===== config.mk =====
export PLATFORM = sky130hd
export DESIGN_NAME = fraction_validate_and_reduce_core
export DESIGN_NICKNAME = d
export VERILOG_FILES = /design/src/fvr_pkg.sv /design/src/fvr_gcd.sv /design/src/fvr_div.sv /design/src/fraction_validate_and_reduce_core.sv
export SDC_FILE = /design/constraint.sdc
export NUM_CORES = 1
export LEC_CHECK = 0
export BUFFER_PORTS_ARGS = -buffer_cell sky130_fd_sc_hd__buf_2
export CORE_MARGIN = 10
export CORE_UTILIZATION = 25
export DETAILED_ROUTE_END_ITERATION = 10
export SYNTH_ARGS = -nofsm -noshare
export SYNTH_HDL_FRONTEND = slang
export SYNTH_HIERARCHICAL = 1
export SYNTH_SLANG_ARGS = --single-unit
export TNS_END_PERCENT = 30

===== constraint.sdc =====
create_clock -name clk_i -period 10.9 [get_ports clk_i]
set_clock_uncertainty 0.05 [all_clocks]
set_input_delay 3.27 -clock clk_i [delete_from_list [all_inputs] [get_ports clk_i]]
set_output_delay 3.27 -clock clk_i [all_outputs]
set_load 0.005 [all_outputs]

===== src/fvr_pkg.sv =====
// Package with the widths, types and sequencer states of the fraction reduction core.
`default_nettype none
package fvr_pkg;

  localparam int unsigned VALUE_WIDTH = 32;
  localparam int unsigned MAG_WIDTH   = VALUE_WIDTH - 1;
  localparam int unsigned CNT_WIDTH   = $clog2(MAG_WIDTH + 1);

  typedef logic [VALUE_WIDTH-1:0] value_t;
  typedef logic [MAG_WIDTH-1:0]   mag_t;
  typedef logic [CNT_WIDTH-1:0]   cnt_t;

  typedef enum logic [1:0] {
    ST_IDLE,
    ST_GCD,
    ST_DIV_NUM,
    ST_DIV_DEN
  } fvr_state_e;

endpackage
`default_nettype wire


===== src/fvr_gcd.sv =====
// Binary greatest common divisor unit with one shared subtractor, one step per cycle.
`default_nettype none
module fvr_gcd
  import fvr_pkg::*;
(
  input  logic clk_i,
  input  logic rst_ni,
  input  logic start_i,
  input  mag_t a_i,
  input  mag_t b_i,
  output logic done_o,
  output mag_t g_o
);

  mag_t              a_q, a_d;
  mag_t              b_q, b_d;
  cnt_t              k_q, k_d;
  mag_t              g_q, g_d;
  logic              run_q, run_d;
  logic              done_q, done_d;
  logic [MAG_WIDTH:0] diff;

  assign diff = {1'b0, a_q} - {1'b0, b_q};

  always_comb begin
    a_d    = a_q;
    b_d    = b_q;
    k_d    = k_q;
    g_d    = g_q;
    run_d  = run_q;
    done_d = 1'b0;
    if (start_i) begin
      a_d   = a_i;
      b_d   = b_i;
      k_d   = '0;
      run_d = 1'b1;
    end else if (run_q) begin
      if (a_q == b_q) begin
        g_d    = a_q << k_q;
        run_d  = 1'b0;
        done_d = 1'b1;
      end else if (!a_q[0] && !b_q[0]) begin
        a_d = a_q >> 1;
        b_d = b_q >> 1;
        k_d = k_q + cnt_t'(1);
      end else if (!a_q[0]) begin
        a_d = a_q >> 1;
      end else if (!b_q[0]) begin
        b_d = b_q >> 1;
      end else if (!diff[MAG_WIDTH]) begin
        a_d = diff[MAG_WIDTH-1:0] >> 1;
      end else begin
        b_d = mag_t'(-diff) >> 1;
      end
    end
  end

  always_ff @(posedge clk_i or negedge rst_ni) begin
    if (!rst_ni) begin
      run_q  <= 1'b0;
      done_q <= 1'b0;
    end else begin
      run_q  <= run_d;
      done_q <= done_d;
    end
  end

  always_ff @(posedge clk_i) begin
    a_q <= a_d;
    b_q <= b_d;
    k_q <= k_d;
    g_q <= g_d;
  end

  assign done_o = done_q;
  assign g_o    = g_q;

endmodule
`default_nettype wire


===== src/fvr_div.sv =====
// Restoring divider that produces one quotient bit per cycle.
`default_nettype none
module fvr_div
  import fvr_pkg::*;
(
  input  logic clk_i,
  input  logic rst_ni,
  input  logic start_i,
  input  mag_t dividend_i,
  input  mag_t divisor_i,
  output logic done_o,
  output mag_t quot_o
);

  mag_t               quo_q, quo_d;
  mag_t               rem_q, rem_d;
  mag_t               dvs_q, dvs_d;
  cnt_t               cnt_q, cnt_d;
  logic               run_q, run_d;
  logic               done_q, done_d;
  logic [MAG_WIDTH:0] shifted;
  logic               ge;
  logic [MAG_WIDTH:0] sub;

  assign shifted = {rem_q, quo_q[MAG_WIDTH-1]};
  assign ge      = shifted >= {1'b0, dvs_q};
  assign sub     = shifted - {1'b0, dvs_q};

  always_comb begin
    quo_d  = quo_q;
    rem_d  = rem_q;
    dvs_d  = dvs_q;
    cnt_d  = cnt_q;
    run_d  = run_q;
    done_d = 1'b0;
    if (start_i) begin
      quo_d = dividend_i;
      rem_d = '0;
      dvs_d = divisor_i;
      cnt_d = cnt_t'(MAG_WIDTH);
      run_d = 1'b1;
    end else if (run_q) begin
      rem_d = ge ? sub[MAG_WIDTH-1:0] : shifted[MAG_WIDTH-1:0];
      quo_d = {quo_q[MAG_WIDTH-2:0], ge};
      cnt_d = cnt_q - cnt_t'(1);
      if (cnt_q == cnt_t'(1)) begin
        run_d  = 1'b0;
        done_d = 1'b1;
      end
    end
  end

  always_ff @(posedge clk_i or negedge rst_ni) begin
    if (!rst_ni) begin
      run_q  <= 1'b0;
      done_q <= 1'b0;
    end else begin
      run_q  <= run_d;
      done_q <= done_d;
    end
  end

  always_ff @(posedge clk_i) begin
    quo_q <= quo_d;
    rem_q <= rem_d;
    dvs_q <= dvs_d;
    cnt_q <= cnt_d;
  end

  assign done_o = done_q;
  assign quot_o = quo_q;

endmodule
`default_nettype wire


===== src/fraction_validate_and_reduce_core.sv =====
// Top level of the fraction validation and reduction core with its sequencer.
//
// An item is taken when start is high and busy is low. A fraction with a negative
// numerator or a denominator that is not positive gives 0/0 with is_empty_o set, and
// a zero numerator gives 0/d; both appear on valid_o in the cycle after the item is
// taken. Any other item runs a binary GCD on one shared subtractor, one step per
// cycle, and then one restoring divider divides the numerator and then the
// denominator by the GCD. The result is shown for exactly one cycle under valid_o
// and must be taken then; busy drops in that same cycle.
`default_nettype none
module fraction_validate_and_reduce_core
  import fvr_pkg::*;
(
  input  logic   clk_i,
  input  logic   rst_ni,
  input  logic   start,
  output logic   busy,
  input  value_t num_in_i,
  input  value_t den_in_i,
  output logic   valid_o,
  output mag_t   num_out_o,
  output mag_t   den_out_o,
  output logic   is_empty_o
);

  fvr_state_e state_q, state_d;
  mag_t       n_q, n_d;
  mag_t       d_q, d_d;
  mag_t       num_q, num_d;
  mag_t       den_q, den_d;
  logic       empty_q, empty_d;
  logic       valid_q, valid_d;

  logic       accept;
  logic       invalid;
  logic       num_zero;
  logic       gcd_start;
  logic       gcd_done;
  mag_t       gcd_g;
  logic       div_start;
  mag_t       div_dividend;
  logic       div_done;
  mag_t       div_quot;

  assign accept   = start && (state_q == ST_IDLE);
  assign invalid  = num_in_i[VALUE_WIDTH-1] || den_in_i[VALUE_WIDTH-1] || (den_in_i == '0);
  assign num_zero = (num_in_i[MAG_WIDTH-1:0] == '0);

  fvr_gcd u_gcd (
    .clk_i   (clk_i),
    .rst_ni  (rst_ni),
    .start_i (gcd_start),
    .a_i     (num_in_i[MAG_WIDTH-1:0]),
    .b_i     (den_in_i[MAG_WIDTH-1:0]),
    .done_o  (gcd_done),
    .g_o     (gcd_g)
  );

  fvr_div u_div (
    .clk_i      (clk_i),
    .rst_ni     (rst_ni),
    .start_i    (div_start),
    .dividend_i (div_dividend),
    .divisor_i  (gcd_g),
    .done_o     (div_done),
    .quot_o     (div_quot)
  );

  always_comb begin
    state_d = state_q;
    unique case (state_q)
      ST_IDLE: begin
        if (accept && !invalid && !num_zero) begin
          state_d = ST_GCD;
        end
      end
      ST_GCD: begin
        if (gcd_done) begin
          state_d = ST_DIV_NUM;
        end
      end
      ST_DIV_NUM: begin
        if (div_done) begin
          state_d = ST_DIV_DEN;
        end
      end
      ST_DIV_DEN: begin
        if (div_done) begin
          state_d = ST_IDLE;
        end
      end
      default: state_d = ST_IDLE;
    endcase
  end

  always_comb begin
    n_d          = n_q;
    d_d          = d_q;
    num_d        = num_q;
    den_d        = den_q;
    empty_d      = empty_q;
    valid_d      = 1'b0;
    gcd_start    = 1'b0;
    div_start    = 1'b0;
    div_dividend = d_q;
    unique case (state_q)
      ST_IDLE: begin
        if (accept) begin
          n_d = num_in_i[MAG_WIDTH-1:0];
          d_d = den_in_i[MAG_WIDTH-1:0];
          if (invalid) begin
            num_d   = '0;
            den_d   = '0;
            empty_d = 1'b1;
            valid_d = 1'b1;
          end else if (num_zero) begin
            num_d   = '0;
            den_d   = den_in_i[MAG_WIDTH-1:0];
            empty_d = 1'b0;
            valid_d = 1'b1;
          end else begin
            gcd_start = 1'b1;
          end
        end
      end
      ST_GCD: begin
        div_dividend = n_q;
        div_start    = gcd_done;
      end
      ST_DIV_NUM: begin
        div_dividend = d_q;
        if (div_done) begin
          num_d     = div_quot;
          div_start = 1'b1;
        end
      end
      ST_DIV_DEN: begin
        if (div_done) begin
          den_d   = div_quot;
          empty_d = 1'b0;
          valid_d = 1'b1;
        end
      end
      default: begin
        valid_d = 1'b0;
      end
    endcase
  end

  always_ff @(posedge clk_i or negedge rst_ni) begin
    if (!rst_ni) begin
      state_q <= ST_IDLE;
      valid_q <= 1'b0;
    end else begin
      state_q <= state_d;
      valid_q <= valid_d;
    end
  end

  always_ff @(posedge clk_i) begin
    n_q     <= n_d;
    d_q     <= d_d;
    num_q   <= num_d;
    den_q   <= den_d;
    empty_q <= empty_d;
  end

  assign busy       = (state_q != ST_IDLE);
  assign valid_o    = valid_q;
  assign num_out_o  = num_q;
  assign den_out_o  = den_q;
  assign is_empty_o = empty_q;

endmodule
`default_nettype wire


==> results of run 1 <==
[power breakdown]
group,total [mW],leakage (nW),switching [mW],internal (mW)
clock network,1.28,0.606,0.535,0.746
registers,1.35,2.76,0,1.35
logic,0.0382,5.15,0.0270,0.0113
total,2.66,8.52,0.562,2.10
[logic make-up (layout without fill, tap and decap cells)]
family | after synthesis | in the layout | share of synthesized area
DFF | 328 | 328 | 0.4789
AOI/OAI and AO/OA | 495 | 495 | 0.1629
adders and majority gates | 75 | 75 | 0.04856
muxes | 111 | 111 | 0.06863
xor gates and xnor gates | 69 | 69 | 0.03212
and+or+nand+nor | 646 | 646 | 0.1616
buffers and inverters | 221 | 334 | 0.04728
[cell usage in the layout, fill, tap and decap left out, types with 36 or more instances in the layout]
cell type	instances
nand2_1	272
and2_1	41
dfxtp_1	40
edfxtp_1	280
nor2b_1	40
xnor2_1	44
mux2_2	68
clkbuf_16	39
ha_1	72
o21ai_1	55
nor2_1	106
inv_1	114
nor3_1	36
a21oi_1	135
buf_2	131
o21ai_0	90
[critical path: stages]
cell and delay (ns):
buf_2 0.11, nor4_1 0.44, nand4_1 0.37, nor2_1 0.38, nor3b_2 0.08, buf_4 0.25
or3_1 0.84, o21ai_0 0.24, o21a_1 0.15, a21oi_1 0.04
[synth_stat cells, types with 19 or more instances]
master,instances
nor2b_1,41
mux2i_1,30
nor3_1,36
a311oi_1,21
nand2b_1,19
clkbuf_1,72
a21o_1,30
mux2_2,68
xnor2_1,44
nor2_1,106
nand4_1,19
a211oi_1,25
nor4_1,25
ha_1,73
nand2_1,272
a21oi_1,137
dfxtp_1,41
xor2_1,23
and2_1,42
nand3_1,19
o21ai_1,55
inv_1,114
edfxtp_1,280
o21ai_0,90
[per-layer routing]
| metal | share of wire | wire (um) | track usage | up-vias |
|---|---|---|---|---|
| li1 | - | - | - | 7288 |
| met1 | 0.46 | 26110 | 0.1676 | 7290 |
| met2 | 0.45 | 25690 | 0.1925 | 463 |
| met3 | 0.059 | 3334 | 0.01739 | 73 |
| met4 | 0.029 | 1632 | 0.04215 | 0 |
| met5 | 0 | 0 | 0 | - |
[metrics by stage]
stage | hold WS [ns] | util | cells
final | 0.3671 | 0.2904 | 3098
after global routing | 0.3736 | 0.2904 | 3098
after CTS | 0.3690 | 0.2904 | 3098
after detailed placement | 0.3554 | 0.2745 | 3030
after global placement | 0.3508 | 0.2745 | 3030
after floorplan | 0.3503 | - | 1945
[layout make-up]
cell class	count	area, um^2
clock buffer	47	1026
clock inverter	21	207.7
fill	8159	55060
inverter	115	431.7
multi-input combinational	1396	9355
sequential	328	9405
tap	1040	1301
timing repair buffer	151	805.8
[registers in the layout (all words and copies together), names as in the netlist]
register / cells
num_out_o: 31
u_gcd/a_q: 31
u_div/done_o: 1
u_div/run_q: 1
den_out_o: 31
u_gcd/run_q: 1
u_gcd/g_o: 31
u_gcd/done_o: 1
state_q: 2
n_q: 31
u_div/quot_o: 31
u_gcd/k_q: 5
d_q: 31
u_div/cnt_q: 5
u_gcd/b_q: 31
valid_o: 1
is_empty_o: 1
u_div/dvs_q: 31
u_div/rem_q: 31
[how the worst max path moves through the flow]
stage | startpoint | to | slack [ns]
6_report | num_in_i[6] | u_gcd/a_q[6] | 4.93
5_1_grt | num_in_i[2] | u_gcd/a_q[20] | 4.72
4_1_cts | num_in_i[22] | u_gcd/a_q[6] | 5.02
3_5_place_dp | num_in_i[22] | u_gcd/a_q[6] | 4.41
3_3_place_gp | num_in_i[6] | u_gcd/a_q[6] | 4.40
2_1_floorplan | start | u_gcd/g_o[0] | 2.98
==> flow_summary_export.csv, run 1 <==
group,metric,value,unit
run_status,status,"completed",
power_and_ir_drop,ir_drop,0.08247,mV
sta,slew_viol_final,0,
clock_tree,clk_path_buf_depth,3,
floorplanning,io_pins,132,
logic_synthesis,netlist_area,0.01964,mm^2
finish,antenna_cells,0,
global_routing,grt_max_degree,93,
setup_path,cp_max_fo,39,
placed_design,placed_cell_area,0.02130,mm^2
floorplanning,core,0.07759,mm^2
routing,drc_errors,0,
setup_path,r2r_start,"u_gcd/a_q[7]",
routing,totalWireLength,56.76,mm
worst_hold_path,hold_path.class,"register to register",
power_and_ir_drop,power_density,118.3,mW/mm^2
worst_hold_path,holdPathEnd,"u_div/dvs_q[8]",
logic_synthesis,synth_enable_flop_cells,280,
routing,drt_pass1_iterations,7,
clock_tree,h-tree-depth,2,
sta,timing.final.crit_share,0.5481,
logic_synthesis,synth_seq_cells,328,
sta,fin_tns_setup,0,ns
sta,min_period,5.974,ns
setup_path,reg2reg_to,"u_gcd/a_q[22]",
floorplanning,die_area,0.09015,mm^2
clock_tree,clkLatencyLatePin,0.58,ns
placed_design,port_buffers,131,
sta,relSlewSlack,0.2083,
sta,tightest_slew,1.185,ns
routing,final_antenna_net_count,0,
clock_tree,cts_tree,"yes",
routing,viasPerCell,4.879,
setup_path,path_class,"input port to register",
global_routing,grt_pass1_wl,87.46,mm
sta,setup_viol,0,
clock_tree,cts_resized,0,
finish,areaGrowthSynthToFinish,14.76,%
global_routing,first_global_vias,14630,
logic_synthesis,yosysWarnings,6,
sta,rsz0062_at_grt,"no",
routing,drt-initial-drc-count,1303,
logic_synthesis,async_flop_share,0.02134,
power_and_ir_drop,power,2.665,mW
logic_synthesis,synth_fp_nets,2087,
routing,wl_per_cell,18.32,um
floorplanning,num_rows,102,
clock_tree,cts_made_buffers,38,
clock_tree,post_cts_buffers,0,
logic_synthesis,synthTopCellsByArea,"edfxtp_1, nand2_1, ha_1",
setup_path,ff2ff_path_depth,12,
flow_run,drv_cap,0,
clock_tree,clk_pin_slew,0.06,ns
logic_synthesis,postSynthCellCount,1945,
power_and_ir_drop,p_leak,8.519,nW
logic_synthesis,avgSynthCellArea,10.10,um^2
setup_path,critPathArrivalTime,6.20,ns
logic_synthesis,synth.top_cell.area_share,0.4282,
logic_synthesis,yosys_most_used_dff,"edfxtp_1",
finish,drive_above_1_share,0.1657,
sta,max_freq,167.4,MHz
clock_tree,cts_root_buf,"clkbuf_16",
global_routing,grt_usage,0.1217,
routing,vias,15110,
setup_path,setup.worst_path.start_class,"input port",
finish,finalInstanceArea,0.02253,mm^2
floorplanning,start_util,0.2530,
sta,fin_ws,4.926,ns
worst_hold_path,min_from,"u_gcd/g_o[8]",
sta,hold_viol_final,0,
global_routing,antenna_found_initial,0,
placed_design,gp_congestion,0.9164,
floorplanning,die_w,300.3,um
finish,nNetsFinal,2172,
placed_design,place_ws,4.411,ns
logic_synthesis,ys_types,108,
setup_path,crit_required,11.13,ns
worst_hold_path,hold_depth,0,
placed_design,post-dp-hpwl,41.96,mm
floorplanning,die_h,300.3,um
setup_path,end_kind,"register",
clock_tree,cts_sinks,328,
logic_synthesis,yosys.area.top_type,"edfxtp_1",
global_routing,overflow,0,
logic_synthesis,synth_sequential_area_ratio,0.4789,
clock_tree,postCtsHoldBufs,0,
setup_path,ff2ff_setup_slack,6.12,ns
(Power assumes the default switching activity.)
==> run 2, diff against run 1 <==
clock period = 5.1 ns   (was 10.9 ns; I/O delays follow)
==> run 2 against run 1 <==
Compared with the run above: combinational power up 120%; register-to-register slack worse by 5.5 ns; count of clock-buffer cells in the layout unchanged; wire length increased by 2.4%; global-route usage grew 0.35 points; sequential share of layout area is 0.19 points lower; largest power group unchanged; setup slack worse by 4.3 ns; power rose by 110%; highest routed layer unchanged; largest cell class unchanged; critical path depth rose by 4; design area grew 0.45%; die area unchanged; worst hold slack got worse by 0.0020 ns.
==> flow_summary_export.csv, run 2 (same netlist as run 1, synthesis figures left out) <==
group,metric,value,unit
run_status,status,"completed",
floorplanning,core,0.07759,mm^2
placed_design,gp_congestion,0.9079,
clock_tree,cts_sinks,328,
routing,drt_pass1_iterations,6,
clock_tree,cts_root_buf,"clkbuf_16",
finish,final_cell_count_no_fill,3107,
routing,drt-initial-drc-count,1272,
floorplanning,start_util,0.2530,
setup_path,r2r_start,"u_gcd/a_q[0]",
finish,layout_commonest_cell,"edfxtp_1",
sta,rsz0062_at_grt,"no",
clock_tree,clkLatencyLatePin,0.56,ns
placed_design,dp_cells,3041,
setup_path,path_buf_inv,2,
setup_path,ff2ff_setup_slack,0.58,ns
routing,drc_errors,0,
clock_tree,clk_pin_slew,0.06,ns
floorplanning,num_rows,102,
clock_tree,cts_resized,0,
global_routing,antenna_found_initial,0,
sta,slew_viol_final,0,
sta,relSlewSlack,0.1634,
setup_path,cp_slowest_cell,"nor4_1",
power_and_ir_drop,p_leak,8.557,nW
setup_path,reg2reg_to,"u_gcd/b_q[21]",
worst_hold_path,hold_path.class,"register to register",
clock_tree,h-tree-depth,2,
routing,totalWireLength,58.12,mm
clock_tree,postCtsHoldBufs,0,
floorplanning,die_area,0.09015,mm^2
routing,final_antenna_net_count,0,
setup_path,crit_required,5.34,ns
global_routing,overflow,0,
setup_path,path_class,"register to register",
worst_hold_path,hold_depth,0,
setup_path,end_kind,"register",
placed_design,post-dp-hpwl,43.68,mm
finish,drive_above_1_share,0.1674,
routing,wl_per_cell,18.71,um
global_routing,grt_max_degree,114,
finish,areaGrowthSynthToFinish,15.27,%
setup_path,cp_slowest_stage_delay,0.88,ns
power_and_ir_drop,ir_drop,0.2052,mV
sta,timing.final.crit_share,0.8860,
sta,fin_ws,0.5813,ns
clock_tree,cts_tree,"yes",
routing,vias,15190,
flow_run,drv_cap,0,
finish,antenna_cells,0,
setup_path,critPathArrivalTime,4.75,ns
setup_path,cp_top_family,"simple AND/OR/NAND/NOR gates",
global_routing,first_global_vias,14520,
finish,nNetsFinal,2182,
setup_path,crit_path_frequent_cell,"inv_1",
placed_design,port_buffers,131,
setup_path,setup.worst_path.start_class,"register",
floorplanning,die_h,300.3,um
setup_path,cp_max_fo,7,
routing,viasPerCell,4.890,
placed_design,place_ws,0.6066,ns
sta,setup_viol,0,
clock_tree,clk_path_buf_depth,3,
worst_hold_path,holdPathEnd,"u_div/dvs_q[13]",
global_routing,grt_usage,0.1252,
finish,postLayoutCoreUtil,0.2917,
setup_path,worstPathCellList,"inv_1 > ha_1 > inv_1 > fa_1 > a21o_1 > a221oi_4 > xnor2_2 > nor2_4 > nand4b_4 > nor4_1 > nand4_1 > xnor2_1 > a221oi_1 > a21oi_1",
floorplanning,io_pins,132,
finish,mostFrequentLayoutCells,"edfxtp_1, nand2_1, a21oi_1, buf_2, inv_1",
global_routing,grt_pass1_wl,89.11,mm
sta,hold_viol_final,0,
clock_tree,post_cts_buffers,0,
sta,min_period,4.519,ns
sta,tightest_slew,1.245,ns
sta,max_freq,221.3,MHz
setup_path,ff2ff_path_depth,14,
worst_hold_path,min_from,"u_gcd/g_o[13]",
floorplanning,die_w,300.3,um
clock_tree,cts_made_buffers,37,
power_and_ir_drop,power_density,248.5,mW/mm^2
==> run 2: changes by cell type in the layout (fill, tap and decap cells not counted), sizes merged <==
cell and delta:
buf +11, inv -2
==> run 2: how the worst max path moves through the flow <==
stage | start | endpoint | cells past startpoint
finish | u_gcd/a_q[0] | u_gcd/b_q[21] | 14
global route | u_gcd/a_q[0] | u_gcd/b_q[21] | 14
CTS | u_gcd/a_q[0] | u_gcd/b_q[25] | 14
detailed placement | den_in_i[26] | den_out_o[4] | 7
global placement | den_in_i[26] | den_out_o[7] | 7
floorplan | start | den_out_o[0] | 3
==> run 2: layout make-up <==
class                      count  area, um^2
timing repair buffer         162       938.4
multi-input combinational   1396        9360
inverter                     115       431.7
tap                         1040        1301
clock buffer                  47        1016
fill                        8080       54960
sequential                   328        9405
clock inverter                19       181.4
==> run 2: per-stage QoR <==
step	cell area [um^2]	hold WS, ns	setup TNS [ns]	power (mW)
floorplan	19640	0.3503	-32.51	2.949
CTS	22630	0.3684	0	5.678
detailed placement	21440	0.3545	0	3.016
finish	22630	0.3651	0	5.625
global placement	21440	0.3525	0	3.016
global route	22630	0.3703	0	5.789
==> run 2: layer usage <==
metal  track usage  up-vias  part of all wire  wire length [um]
li1              -     7307                 -                 -
met1        0.1710     7319              0.45             26290
met2        0.2000      486              0.46             26530
met3       0.02026       80             0.064              3731
met4       0.03930        0             0.027              1566
met5             0        -                 0                 0
==> run 2: power breakdown <==
part / switching (mW) / total, mW / internal, mW
registers: 0 / 2.88 / 2.88
clock network: 1.10 / 2.67 / 1.57
logic: 0.0598 / 0.0840 / 0.0241
total: 1.16 / 5.63 / 4.47
==> run 3, diff against run 2 <==
CORE_ASPECT_RATIO = 1.1   (was unset)
RECOVER_POWER = 50   (was unset)
SLEW_MARGIN = 20   (was unset)
==> run 3 against run 2 <==
Compared with the run above: power fell by 2.3%; cell count fell by 0.32%; die area is essentially flat; the run now ends with capacitance limit, slew limit left; global-route usage decreased by 0.085 points; via count down 1.2%; critical endpoint is now u_div/rem_q[30]; critical path type unchanged; highest routed layer unchanged; count of clock-buffer cells in the layout decreased by 9; combinational power decreased by 9.8%; setup slack improved by 0.030 ns; largest cell class unchanged; wire length fell by 0.37%.
==> flow_summary_export.csv, run 3 (same netlist as run 1, synthesis figures left out) <==
group,metric,value,unit
routing,vias,15000,
sta,fin_tns_setup,0,ns
global_routing,antenna_found_initial,0,
power_and_ir_drop,p_leak,8.237,nW
power_and_ir_drop,p_seq_frac,0.523,
finish,drive_above_1_share,0.1057,
placed_design,gp_congestion,0.9268,
worst_hold_path,hold_path.class,"register to register",
setup_path,worstPathCellList,"inv_1 > ha_1 > clkbuf_1 > a22oi_1 > nor2b_1 > buf_12 > nor2_1 > a32oi_1 > o21ai_0",
floorplanning,die_w,287.2,um
setup_path,cp_slowest_stage_delay,1.57,ns
global_routing,overflow,0,
routing,totalWireLength,57.91,mm
sta,timing.final.crit_share,0.8800,
setup_path,startpoint,"state_q[1]",
sta,tightest_slew,2.201,ns
setup_path,r2r_start,"state_q[1]",
clock_tree,cts_sinks,328,
clock_tree,post_cts_buffers,0,
setup_path,cp_slowest_cell,"clkbuf_1",
floorplanning,io_pins,132,
routing,drt-initial-drc-count,1374,
routing,final_antenna_net_count,0,
global_routing,grt_max_degree,92,
floorplanning,core,0.07765,mm^2
setup_path,setup.worst_path.start_class,"register",
setup_path,cp_max_fo,91,
power_and_ir_drop,p_comb_frac,0.014,
power_and_ir_drop,p_int,4.321,mW
setup_path,path_buf_inv,3,
flow_run,drv_cap,3,
setup_path,cp_top_family,"buffers and inverters",
power_and_ir_drop,power,5.495,mW
worst_hold_path,min_from,"u_gcd/g_o[6]",
floorplanning,num_rows,107,
run_status,failed_checks,"capacitance limit, slew limit",
clock_tree,postCtsHoldBufs,0,
power_and_ir_drop,ir_drop,0.2133,mV
routing,drt_pass1_iterations,5,
setup_path,path_class,"register to register",
sta,setup_viol,0,
finish,areaGrowthSynthToFinish,13.97,%
sta,relSlewSlack,-0.4671,
placed_design,post-dp-hpwl,43.25,mm
finish,antenna_cells,0,
clock_tree,clk_path_buf_depth,3,
clock_tree,cts_made_buffers,34,
sta,max_freq,222.8,MHz
global_routing,first_global_vias,14730,
sta,rsz0062_at_grt,"no",
floorplanning,die_h,313.9,um
floorplanning,die_area,0.09016,mm^2
sta,hold_viol_final,0,
clock_tree,clk_pin_slew,0.07,ns
clock_tree,h-tree-depth,2,
finish,layout_commonest_cell,"edfxtp_1",
power_and_ir_drop,switching_share,0.2137,
power_and_ir_drop,p_clk_frac,0.463,
power_and_ir_drop,power.switching,1.175,mW
sta,min_period,4.488,ns
setup_path,critPathArrivalTime,4.86,ns
sta,slew_viol_final,135,
setup_path,end_kind,"register",
global_routing,grt_usage,0.1244,
routing,viasPerCell,4.844,
clock_tree,cts_tree,"yes",
power_and_ir_drop,power_density,245.5,mW/mm^2
finish,mostFrequentLayoutCells,"edfxtp_1, nand2_1, a21oi_1, clkbuf_1, inv_1",
clock_tree,cts_resized,0,
run_status,status,"finished with violations",
placed_design,port_buffers,131,
global_routing,grt_pass1_wl,88.98,mm
clock_tree,cts_root_buf,"clkbuf_16",
finish,nNetsFinal,2179,
clock_tree,clkLatencyLatePin,0.54,ns
routing,wl_per_cell,18.70,um
routing,drc_errors,0,
setup_path,crit_required,5.47,ns
floorplanning,start_util,0.2529,
run 3: metrics by stage:
step	hold WS, ns	cells	util	setup WS (ns)	area (um^2)
floorplan	0.3503	1945	-	-0.3765	19640
global placement	0.3533	3036	0.2762	0.7519	21440
detailed placement	0.3545	3036	0.2762	0.7039	21440
CTS	0.3693	3097	0.2905	0.6920	22560
global route	0.3728	3097	0.2882	0.2058	22380
finish	0.3650	3097	0.2882	0.6118	22380
run 3: power by group through the flow:
stage               registers, mW  clock network [mW]  logic [mW]
global placement             2.93                   0      0.0814
finish                       2.88                2.54      0.0758
floorplan                    2.93                   0      0.0155
detailed placement           2.93                   0      0.0824
global route                 2.87                2.71      0.0795
CTS                          2.87                2.61      0.0827
run 3: layout make-up:
cell class	instances	area, um^2
well taps	1035	1295
inverters	115	431.7
flip-flops and latches	328	9405
clock buffers	38	887.1
clock inverters	23	229.0
repair buffers	162	779.5
fillers	8186	55270
multi-input cells	1396	9351
run 3: routing by layer:
layer / track usage / part of all wire / routed length, um / vias up
li1: - / - / - / 7301
met5: 0 / 0 / 0 / -
met2: 0.2080 / 0.47 / 27500 / 469
met4: 0.04477 / 0.034 / 1965 / 0
met3: 0.01941 / 0.056 / 3250 / 89
met1: 0.1601 / 0.43 / 25190 / 7144
run 3: worst paths after layout:
path                              endpoint  slack [ns]  depth (start not counted)
max reg2reg                u_div/rem_q[30]        0.61                          9
max                        u_div/rem_q[30]        0.61                          9
min                         u_div/dvs_q[6]        0.37                          0
min in group asynchronous       state_q[1]        0.97                          1
max in group asynchronous      u_div/run_q        3.56                          1
min reg2reg                 u_div/dvs_q[6]        0.37                          0
